## src/dsfe_pkg.sv

```systemverilog
package dsfe_pkg;

    localparam int QUEUE_DEPTH_DEF = 2;

    localparam int NUM_BOARDS = 8;

    // CRC-16/ARC, kept unreflected; the polynomial is applied MSB first
    localparam logic [15:0] CRC_POLY = 16'h8005;
    localparam logic [15:0] CRC_INIT = 16'h0000;

    // configuration register indexes
    typedef enum logic [1:0] {
        CFG_BOARD_NUM = 2'd0,
        CFG_DLE_CODE  = 2'd1,
        CFG_STX_CODE  = 2'd2,
        CFG_ETX_CODE  = 2'd3
    } t_cfg_index;

    typedef struct packed {
        logic [3:0] board_num;
        logic [7:0] dle_code;
        logic [7:0] stx_code;
        logic [7:0] etx_code;
    } t_cfg;

    // one classified message byte, front to back
    typedef struct packed {
        logic [7:0]  msg_byte;
        logic        end_of_message;
        logic        open_frame;
        logic [7:0]  mask;
        logic [15:0] crc;        // already reflected, valid with end_of_message
    } t_entry;

    function automatic logic [7:0] bit_rev8(input logic [7:0] v);
        logic [7:0] r;
        for (int i = 0; i < 8; i++) begin
            r[i] = v[7 - i];
        end
        return r;
    endfunction

    function automatic logic [15:0] bit_rev16(input logic [15:0] v);
        logic [15:0] r;
        for (int i = 0; i < 16; i++) begin
            r[i] = v[15 - i];
        end
        return r;
    endfunction

    function automatic logic [15:0] crc_feed(input logic [15:0] crc, input logic [7:0] b);
        logic [15:0] c;
        c = crc ^ {bit_rev8(b), 8'h00};
        for (int i = 0; i < 8; i++) begin
            if (c[15]) begin
                c = {c[14:0], 1'b0} ^ CRC_POLY;
            end else begin
                c = {c[14:0], 1'b0};
            end
        end
        return c;
    endfunction

    // one-hot destination mask; zero for board numbers out of range
    function automatic logic [7:0] board_mask(input logic [3:0] board_num);
        logic [7:0] m;
        m = 8'h00;
        if (board_num >= 4'd1 && board_num <= 4'(NUM_BOARDS)) begin
            m = 8'h01 << (board_num - 4'd1);
        end
        return m;
    endfunction

endpackage

```

## src/dsfe_front.sv

```systemverilog
module dsfe_front
    import dsfe_pkg::*;
(
    input  logic       i_clk,
    input  logic       i_rst_n,
    input  t_cfg       i_cfg,
    input  logic       i_valid,
    input  logic [7:0] i_msg_byte,
    input  logic       i_end_of_message,
    input  logic       i_queue_full,
    output logic       o_ready,
    output logic       o_push,
    output t_entry     o_entry
);

    logic        r_in_message;
    logic [15:0] r_crc;
    logic        n_in_message;
    logic [15:0] n_crc;

    logic [7:0]  mask;
    logic [15:0] crc_base;
    logic [15:0] crc_next;

    // mask CRC depends on the board number alone, so it reduces to a small table
    always_comb begin
        mask     = board_mask(i_cfg.board_num);
        crc_base = r_in_message ? r_crc : crc_feed(CRC_INIT, mask);
        crc_next = crc_feed(crc_base, i_msg_byte);
    end

    assign o_ready = !i_queue_full;
    assign o_push  = i_valid && !i_queue_full;

    always_comb begin
        o_entry.msg_byte       = i_msg_byte;
        o_entry.end_of_message = i_end_of_message;
        o_entry.open_frame     = !r_in_message;
        o_entry.mask           = mask;
        o_entry.crc            = bit_rev16(crc_next);

        n_in_message = r_in_message;
        n_crc        = r_crc;
        if (o_push) begin
            if (i_end_of_message) begin
                n_in_message = 1'b0;
                n_crc        = CRC_INIT;
            end else begin
                n_in_message = 1'b1;
                n_crc        = crc_next;
            end
        end
    end

    always_ff @(posedge i_clk) begin
        if (!i_rst_n) begin
            r_in_message <= 1'b0;
            r_crc        <= CRC_INIT;
        end else begin
            r_in_message <= n_in_message;
            r_crc        <= n_crc;
        end
    end

endmodule

```

## src/dsfe_queue.sv

```systemverilog
module dsfe_queue
    import dsfe_pkg::*;
#(
    parameter int DEPTH = QUEUE_DEPTH_DEF
) (
    input  logic   i_clk,
    input  logic   i_rst_n,
    input  logic   i_push,
    input  t_entry i_entry,
    input  logic   i_pop,
    output logic   o_full,
    output logic   o_valid,
    output t_entry o_entry
);

    localparam int AW = (DEPTH > 1) ? $clog2(DEPTH) : 1;
    localparam int CW = $clog2(DEPTH + 1);

    t_entry        r_mem [DEPTH];
    logic [AW-1:0] r_wr_ptr;
    logic [AW-1:0] r_rd_ptr;
    logic [CW-1:0] r_count;

    assign o_valid = (r_count != '0);
    assign o_full  = (r_count == CW'(DEPTH));
    assign o_entry = r_mem[r_rd_ptr];

    always_ff @(posedge i_clk) begin
        if (i_push) begin
            r_mem[r_wr_ptr] <= i_entry;
        end
    end

    // pointers wrap at DEPTH, so any depth works
    always_ff @(posedge i_clk) begin
        if (!i_rst_n) begin
            r_wr_ptr <= '0;
            r_rd_ptr <= '0;
            r_count  <= '0;
        end else begin
            if (i_push) begin
                r_wr_ptr <= (r_wr_ptr == AW'(DEPTH - 1)) ? '0 : r_wr_ptr + 1'b1;
            end
            if (i_pop) begin
                r_rd_ptr <= (r_rd_ptr == AW'(DEPTH - 1)) ? '0 : r_rd_ptr + 1'b1;
            end
            if (i_push && !i_pop) begin
                r_count <= r_count + 1'b1;
            end else if (i_pop && !i_push) begin
                r_count <= r_count - 1'b1;
            end
        end
    end

endmodule

```

## src/dsfe_back.sv

```systemverilog
module dsfe_back
    import dsfe_pkg::*;
(
    input  logic       i_clk,
    input  logic       i_rst_n,
    input  t_cfg       i_cfg,
    input  logic       i_valid,
    input  t_entry     i_entry,
    output logic       o_pop,
    output logic       o_tvalid,
    input  logic       i_tready,
    output logic [7:0] o_tdata,
    output logic       o_tlast,
    output logic       o_tuser
);

    typedef enum logic [2:0] {
        PH_OPEN_DLE,
        PH_OPEN_STX,
        PH_MASK,
        PH_DATA,
        PH_CRC_HI,
        PH_CRC_LO,
        PH_CLOSE_DLE,
        PH_CLOSE_ETX
    } t_phase;

    t_phase     r_phase;
    logic       r_started;
    logic       r_dup;
    logic       r_out_valid;
    logic [7:0] r_tdata;
    logic       r_tlast;
    logic       r_tuser;

    t_phase     phase;
    t_phase     phase_next;
    logic [7:0] cur_byte;
    logic       stuffable;
    logic       need_dup;
    logic       item_done;
    logic       load;

    always_comb begin
        if (r_started) begin
            phase = r_phase;
        end else if (i_entry.open_frame) begin
            phase = PH_OPEN_DLE;
        end else begin
            phase = PH_DATA;
        end

        cur_byte   = i_cfg.dle_code;
        stuffable  = 1'b0;
        phase_next = PH_DATA;
        case (phase)
            PH_OPEN_DLE: begin
                cur_byte   = i_cfg.dle_code;
                phase_next = PH_OPEN_STX;
            end
            PH_OPEN_STX: begin
                cur_byte   = i_cfg.stx_code;
                phase_next = PH_MASK;
            end
            PH_MASK: begin
                cur_byte   = i_entry.mask;
                stuffable  = 1'b1;
                phase_next = PH_DATA;
            end
            PH_DATA: begin
                cur_byte   = i_entry.msg_byte;
                stuffable  = 1'b1;
                phase_next = PH_CRC_HI;
            end
            PH_CRC_HI: begin
                cur_byte   = i_entry.crc[15:8];
                stuffable  = 1'b1;
                phase_next = PH_CRC_LO;
            end
            PH_CRC_LO: begin
                cur_byte   = i_entry.crc[7:0];
                stuffable  = 1'b1;
                phase_next = PH_CLOSE_DLE;
            end
            PH_CLOSE_DLE: begin
                cur_byte   = i_cfg.dle_code;
                phase_next = PH_CLOSE_ETX;
            end
            PH_CLOSE_ETX: begin
                cur_byte   = i_cfg.etx_code;
                phase_next = PH_DATA;
            end
            default: begin
                cur_byte   = i_cfg.dle_code;
                phase_next = PH_DATA;
            end
        endcase

        // first copy of an escape-valued mask, payload or CRC byte gets sent again
        need_dup  = stuffable && !r_dup && (cur_byte == i_cfg.dle_code);
        item_done = !need_dup
                    && ((phase == PH_DATA && !i_entry.end_of_message)
                        || phase == PH_CLOSE_ETX);
        load      = i_valid && (!r_out_valid || i_tready);
    end

    assign o_pop    = load && item_done;
    assign o_tvalid = r_out_valid;
    assign o_tdata  = r_tdata;
    assign o_tlast  = r_tlast;
    assign o_tuser  = r_tuser;

    always_ff @(posedge i_clk) begin
        if (!i_rst_n) begin
            r_out_valid <= 1'b0;
            r_started   <= 1'b0;
            r_dup       <= 1'b0;
            r_phase     <= PH_DATA;
        end else if (load) begin
            r_out_valid <= 1'b1;
            r_tdata     <= cur_byte;
            r_tlast     <= item_done;
            r_tuser     <= (phase == PH_CLOSE_ETX);
            if (need_dup) begin
                r_dup     <= 1'b1;
                r_started <= 1'b1;
                r_phase   <= phase;
            end else begin
                r_dup     <= 1'b0;
                r_started <= !item_done;
                r_phase   <= phase_next;
            end
        end else if (i_tready) begin
            r_out_valid <= 1'b0;
        end
    end

endmodule

```

## src/dle_stx_frame_encoder_crc16_unit.sv

```systemverilog
// DLE/STX/ETX frame encoder with CRC-16/ARC.
// Slave stream: one message byte per transfer in s_axis_tdata, s_axis_tlast
//   on the final byte; the first byte after a frame closes opens a new frame.
// Master stream: one framed byte per transfer. m_axis_tlast marks the last
//   byte caused by an input transfer, m_axis_tuser marks the closing ETX.
// Config port: i_cfg_we writes i_cfg_wdata to register i_cfg_addr
//   (0 board number, 1 escape, 2 STX, 3 ETX code); write only when idle.
// Path: an input byte is written into the queue; the back then loads the
//   bytes it causes from the queue head into the output register.
// Throughput: the output register sends one byte per cycle while the
//   receiver is ready; an input transfer causes 1 output byte for a plain
//   data byte, 2 if stuffed, up to 12 for a one-byte message. The front takes a
//   byte per cycle while the queue (QUEUE_DEPTH entries) has room.
// Reset (synchronous, active low) restores the default codes, drops any
//   open frame and CRC, and empties the queue and the output register.
// A stalled receiver holds the output register; the queue then fills and
//   s_axis_tready drops.
module dle_stx_frame_encoder_crc16_unit
    import dsfe_pkg::*;
#(
    parameter int QUEUE_DEPTH = QUEUE_DEPTH_DEF
) (
    input  logic       i_clk,
    input  logic       i_rst_n,

    input  logic       s_axis_tvalid,
    output logic       s_axis_tready,
    input  logic [7:0] s_axis_tdata,     // [7:0] msg_byte
    input  logic       s_axis_tlast,     // end_of_message

    output logic       m_axis_tvalid,
    input  logic       m_axis_tready,
    output logic [7:0] m_axis_tdata,     // [7:0] tx_byte
    output logic       m_axis_tlast,     // run_last
    output logic       m_axis_tuser,     // [0] frame_end

    input  logic       i_cfg_we,
    input  logic [1:0] i_cfg_addr,
    input  logic [7:0] i_cfg_wdata
);

    // configuration registers
    t_cfg   r_cfg;

    t_entry front_entry;
    t_entry head_entry;
    logic   push;
    logic   pop;
    logic   queue_full;
    logic   queue_valid;

    always_ff @(posedge i_clk) begin
        if (!i_rst_n) begin
            r_cfg.board_num <= 4'd1;
            r_cfg.dle_code  <= 8'h10;
            r_cfg.stx_code  <= 8'h02;
            r_cfg.etx_code  <= 8'h03;
        end else if (i_cfg_we) begin
            case (t_cfg_index'(i_cfg_addr))
                CFG_BOARD_NUM: r_cfg.board_num <= i_cfg_wdata[3:0];
                CFG_DLE_CODE:  r_cfg.dle_code  <= i_cfg_wdata;
                CFG_STX_CODE:  r_cfg.stx_code  <= i_cfg_wdata;
                CFG_ETX_CODE:  r_cfg.etx_code  <= i_cfg_wdata;
                default: ;
            endcase
        end
    end

    // front: frame open tracking, mask and running CRC per byte
    dsfe_front u_front (
        .i_clk            (i_clk),
        .i_rst_n          (i_rst_n),
        .i_cfg            (r_cfg),
        .i_valid          (s_axis_tvalid),
        .i_msg_byte       (s_axis_tdata),
        .i_end_of_message (s_axis_tlast),
        .i_queue_full     (queue_full),
        .o_ready          (s_axis_tready),
        .o_push           (push),
        .o_entry          (front_entry)
    );

    // decouples byte intake from the byte-serial output sequencer
    dsfe_queue #(
        .DEPTH (QUEUE_DEPTH)
    ) u_queue (
        .i_clk   (i_clk),
        .i_rst_n (i_rst_n),
        .i_push  (push),
        .i_entry (front_entry),
        .i_pop   (pop),
        .o_full  (queue_full),
        .o_valid (queue_valid),
        .o_entry (head_entry)
    );

    // back: expands each entry into framing, stuffed payload and CRC bytes
    dsfe_back u_back (
        .i_clk    (i_clk),
        .i_rst_n  (i_rst_n),
        .i_cfg    (r_cfg),
        .i_valid  (queue_valid),
        .i_entry  (head_entry),
        .o_pop    (pop),
        .o_tvalid (m_axis_tvalid),
        .i_tready (m_axis_tready),
        .o_tdata  (m_axis_tdata),
        .o_tlast  (m_axis_tlast),
        .o_tuser  (m_axis_tuser)
    );

`ifndef SYNTHESIS
    // the closing ETX always ends the run of its input transfer
    a_etx_is_last: assert property (@(posedge i_clk) disable iff (!i_rst_n)
        m_axis_tvalid && m_axis_tuser |-> m_axis_tlast)
        else $error("frame end without run end");

    // output register is empty right after reset
    a_reset_empty: assert property (@(posedge i_clk)
        $past(!i_rst_n) |-> !m_axis_tvalid)
        else $error("output valid after reset");

    // nothing is popped from an empty queue
    a_pop_nonempty: assert property (@(posedge i_clk) disable iff (!i_rst_n)
        pop |-> queue_valid)
        else $error("queue underflow");

    // the front never pushes into a full queue
    a_push_room: assert property (@(posedge i_clk) disable iff (!i_rst_n)
        push |-> !queue_full && s_axis_tready)
        else $error("queue overflow");
`endif

endmodule

```

## config.mk

```make
export PLATFORM = sky130hd
export DESIGN_NAME = dle_stx_frame_encoder_crc16_unit
export DESIGN_NICKNAME = d
export VERILOG_FILES = /design/src/dsfe_pkg.sv /design/src/dsfe_front.sv /design/src/dsfe_queue.sv /design/src/dsfe_back.sv /design/src/dle_stx_frame_encoder_crc16_unit.sv
export SDC_FILE = /design/constraint.sdc
export NUM_CORES = 1
export LEC_CHECK = 0
export BUFFER_PORTS_ARGS = -buffer_cell sky130_fd_sc_hd__buf_2
export CAP_MARGIN = 25
export CORE_UTILIZATION = 25
export DETAILED_ROUTE_END_ITERATION = 7
export PLACE_DENSITY = 0.4
export SYNTH_ARGS = -nofsm -noshare
export SYNTH_HDL_FRONTEND = slang
export SYNTH_SLANG_ARGS = --single-unit
```

## constraint.sdc

```tcl
create_clock -name i_clk -period 2.8 [get_ports i_clk]
set_input_delay 0.14 -clock i_clk [delete_from_list [all_inputs] [get_ports i_clk]]
set_output_delay 0.14 -clock i_clk [all_outputs]
set_load 0.01 [all_outputs]
```

==> qor.yml <==
outcome:
  status: "complete, but fails checks"
  violations: "setup timing"
logic_synthesis:
  synth_edf_count: 78
  ys_seq_area_share_pct: 55.7
  synth_xor_area_share_pct: 5.37
  synth_nets: 595
  synth_cell_types: 65
  synth-simple-area-share_pct: 16.1
  synth_ff_type: "edfxtp_1"
  synth-adder-area-share_pct: 0.201
  yosys_warnings: 0
  synth-seq-cells: 134
  synth_mux_area_share_pct: 5.61
  netlist_instances: 570
  synth_compound_area_share_pct: 14.0
  post_synth.cell_area_avg_um2: 10.9
  synth_top_family_by_area: "simple AND/OR/NAND/NOR gates"
  syn_area_mm2: 0.00622
  async_flop_share_pct: 0
worst_setup_path:
  cp-startpoint: "u_back.r_phase[0]"
  reg2reg_depth: 13
  startpoint_type: "flip-flop"
  regToRegEndpoint: "u_queue.r_count[1]"
  required_ns: 3.16
  regToRegStartpoint: "u_back.r_phase[0]"
  setup.worst_path.class: "reg2reg"
  ff2ff_setup_slack_ns: -0.18
  endpoint: "u_queue.r_count[1]"
  worstPathMaxFanout: 5
  endpoint_kind: "flip-flop"
  arrival_ns: 3.34
die:
  die_h_um: 160
  rows: 57
  ios: 36
  die-area_mm2: 0.0255
  initial_core_util_pct: 25.5
  fp.coreArea_mm2: 0.0244
  die_w_um: 160
clocking:
  cts.sinks: 134
  cts_buffers: 17
  clkLatencyLatePin_ns: 0.43
  cts_root_buf: "clkbuf_16"
  ctsHtreeMaxLevel: 4
  cts_tree: "built"
  clockBufferDepth: 2
  path_clk_slew_ns: 0.06
drt:
  wirelength_um: 18300
  vias: 4731
  firstDrtPassIters: 4
  wl_met2_um: 9160
  drt_iter0_drc: 260
  vias_per_cell: 4.57
  final_antenna_net_count: 0
  wire_per_inst_um: 17.7
  wl_met1_um: 8090
  drcViolationCount: 0
  top_layer: "met4"
  wl_met3_um: 690
sta:
  drv_slew: 0
  hold_violations: 0
  skew_ns: 0.0115
  tightestPinTransition_ns: 0.899
  setup_violations: 4
  relSlewSlack_pct: 39.9
  post-route-period-util_pct: 107
  rsz0062_at_grt: "yes"
  whs_ns: 0.0239
  setup_slack_ns: -0.183
  fin_crit_ns: 2.98
  max_freq_mhz: 335
place:
  dp_worst_setup_slack_ns: -0.277
  hpwlAfterDp_um: 13700
  routabilityCongestion: 0.864
  dp.cells: 975
  portBuffers: 35
global_route:
  grt_pass1_vias: 4744
  grt_first_pass_wirelength_um: 28000
  grt_antenna_before_repair: 0
  grt_overflow: 0
  grt_usage_pct: 14.8
  grt_max_degree: 59
cells_and_area:
  final_cell_mix: "84 x buf_4, 81 x nand2_1, 78 x edfxtp_1"
  multi_input_area_mm2: 0.00282
  nNetsFinal: 723
  drive_gt1_share_pct: 30.2
  mostFrequentLayoutCell: "buf_4"
  seqCellArea_mm2: 0.00348
  syn2layout_area_growth_pct: 34.9
  nFillCells: 2483
  final_cells: 1035
  diodes: 0
power_and_ir_drop:
  peakVddDrop_mv: 0.363
  power_mw: 7.76
  power_leakage_nw: 3.06
  powerDensity_mw_per_mm2: 926
flow_run:
  drv_cap: 0
min_path:
  hold_class: "in2reg"
==> registers in the layout, indices dropped and copies added (netlist names), named ones only <==
| name | flops |
|---|---|
| u_queue.r_wr_ptr | 1 |
| u_back.o_tdata | 8 |
| u_back.r_dup | 1 |
| u_queue.r_mem | 68 |
| u_back.o_tuser | 1 |
| u_back.o_tlast | 1 |
| u_back.r_phase | 3 |
| u_front.r_in_message | 1 |
| u_back.o_tvalid | 1 |
| r_cfg | 28 |
| u_front.r_crc | 16 |
| u_queue.r_count | 2 |
| u_back.r_started | 1 |
| u_queue.r_rd_ptr | 1 |
==> layer usage <==
layer,up-vias,global-route usage (%)
li1,2333,-
met1,2294,18.4
met2,81,25.4
met3,23,2.55
met4,0,5.64
met5,-,0
==> worst min path at each step <==
stage / startpoint / end / slack [ns] / depth (start not counted)
2_1_floorplan: s_axis_tlast / u_queue.r_mem[0][25] / 0.24 / 0
3_3_place_gp: s_axis_tdata[3] / u_queue.r_mem[0][29] / 0.37 / 1
3_5_place_dp: s_axis_tdata[3] / u_queue.r_mem[1][29] / 0.37 / 1
4_1_cts: i_cfg_wdata[6] / r_cfg[6] / 0.01 / 3
5_1_grt: s_axis_tdata[6] / u_queue.r_mem[1][32] / 0.02 / 1
6_report: i_cfg_wdata[6] / r_cfg[6] / 0.02 / 3
==> cell usage after synthesis (4+ instances only) <==
cell / instances / area (um2)
nand2_1: 81 / 304
edfxtp_1: 78 / 2340
dfxtp_1: 56 / 1120
nor2_1: 39 / 146
mux2i_1: 30 / 300
clkbuf_1: 24 / 90.1
nor2b_1: 23 / 144
a21boi_0: 22 / 165
xnor2_1: 21 / 184
o21ai_0: 17 / 85.1
a21oi_1: 16 / 80.1
a22oi_1: 15 / 113
a221oi_1: 13 / 114
nand3_1: 13 / 65.1
and2_1: 11 / 68.8
xor2_1: 10 / 87.6
nor3_1: 9 / 45.0
inv_1: 8 / 30.0
buf_2: 7 / 35.0
nand2b_1: 5 / 31.3
a211oi_1: 4 / 30.0
and3_1: 4 / 25.0
or2_2: 4 / 25.0
==> per-stage QoR <==
| step | setup TNS [ns] | area (um2) | utilization (%) |
|---|---|---|---|
| final | -0.417 | 8390 | 34.4 |
| after global routing | -1.09 | 8390 | 34.4 |
| after CTS | -0.611 | 8170 | 33.5 |
| after detailed placement | -0.485 | 7360 | 30.2 |
| after global placement | -0.452 | 7350 | 30.1 |
| after floorplan | 0 | 6310 | - |
==> final cells by class <==
cell class              instances  area share, %
well taps                     324           4.83
clock buffers                  17           5.07
flip-flops and latches        134           41.5
multi-input cells             393           33.6
clock inverters                15           1.85
inverters                       9          0.403
repair buffers                143           12.8
==> worst max-delay path, cell delays in order, from the launching register on <==
cell and delay (ns):
dfxtp_4 0.36, buf_4 0.13, buf_4 0.12, nand2_1 0.13, o32a_1 0.40, o211a_1 0.19
and2_1 0.18, a31oi_1 0.28, nand4b_4 0.14, o21ba_4 0.26, inv_2 0.06, ha_4 0.19
or3_1 0.35, a21boi_1 0.12
==> report_power, final <==
group	internal [mW]	total [mW]	leakage (nW)	switching [mW]
registers	2.52	2.69	1.19	0.171
logic	1.40	2.88	1.59	1.48
clock network	1.31	2.20	0.271	0.886
==> logic make-up (layout without fill, tap and decap cells) <==
logic type	Yosys count	count (layout)
and+or+nand+nor	204	204
DFF	134	134
AOI/OAI and AO/OA	120	120
buffers and inverters	43	184
xor gates and xnor gates	34	34
muxes	34	34
adders and majority gates	1	1
==> repair_timing <==
item	in CTS	in global routing
endpoints found under the setup margin	3	10
gates resized for setup	15	36
setup buffers	9	10
cloned	0	1
hold buffers	11	0
hold endpoints to repair	21	0
pin swaps	8	13
Power figures use the tool's default switching activity.
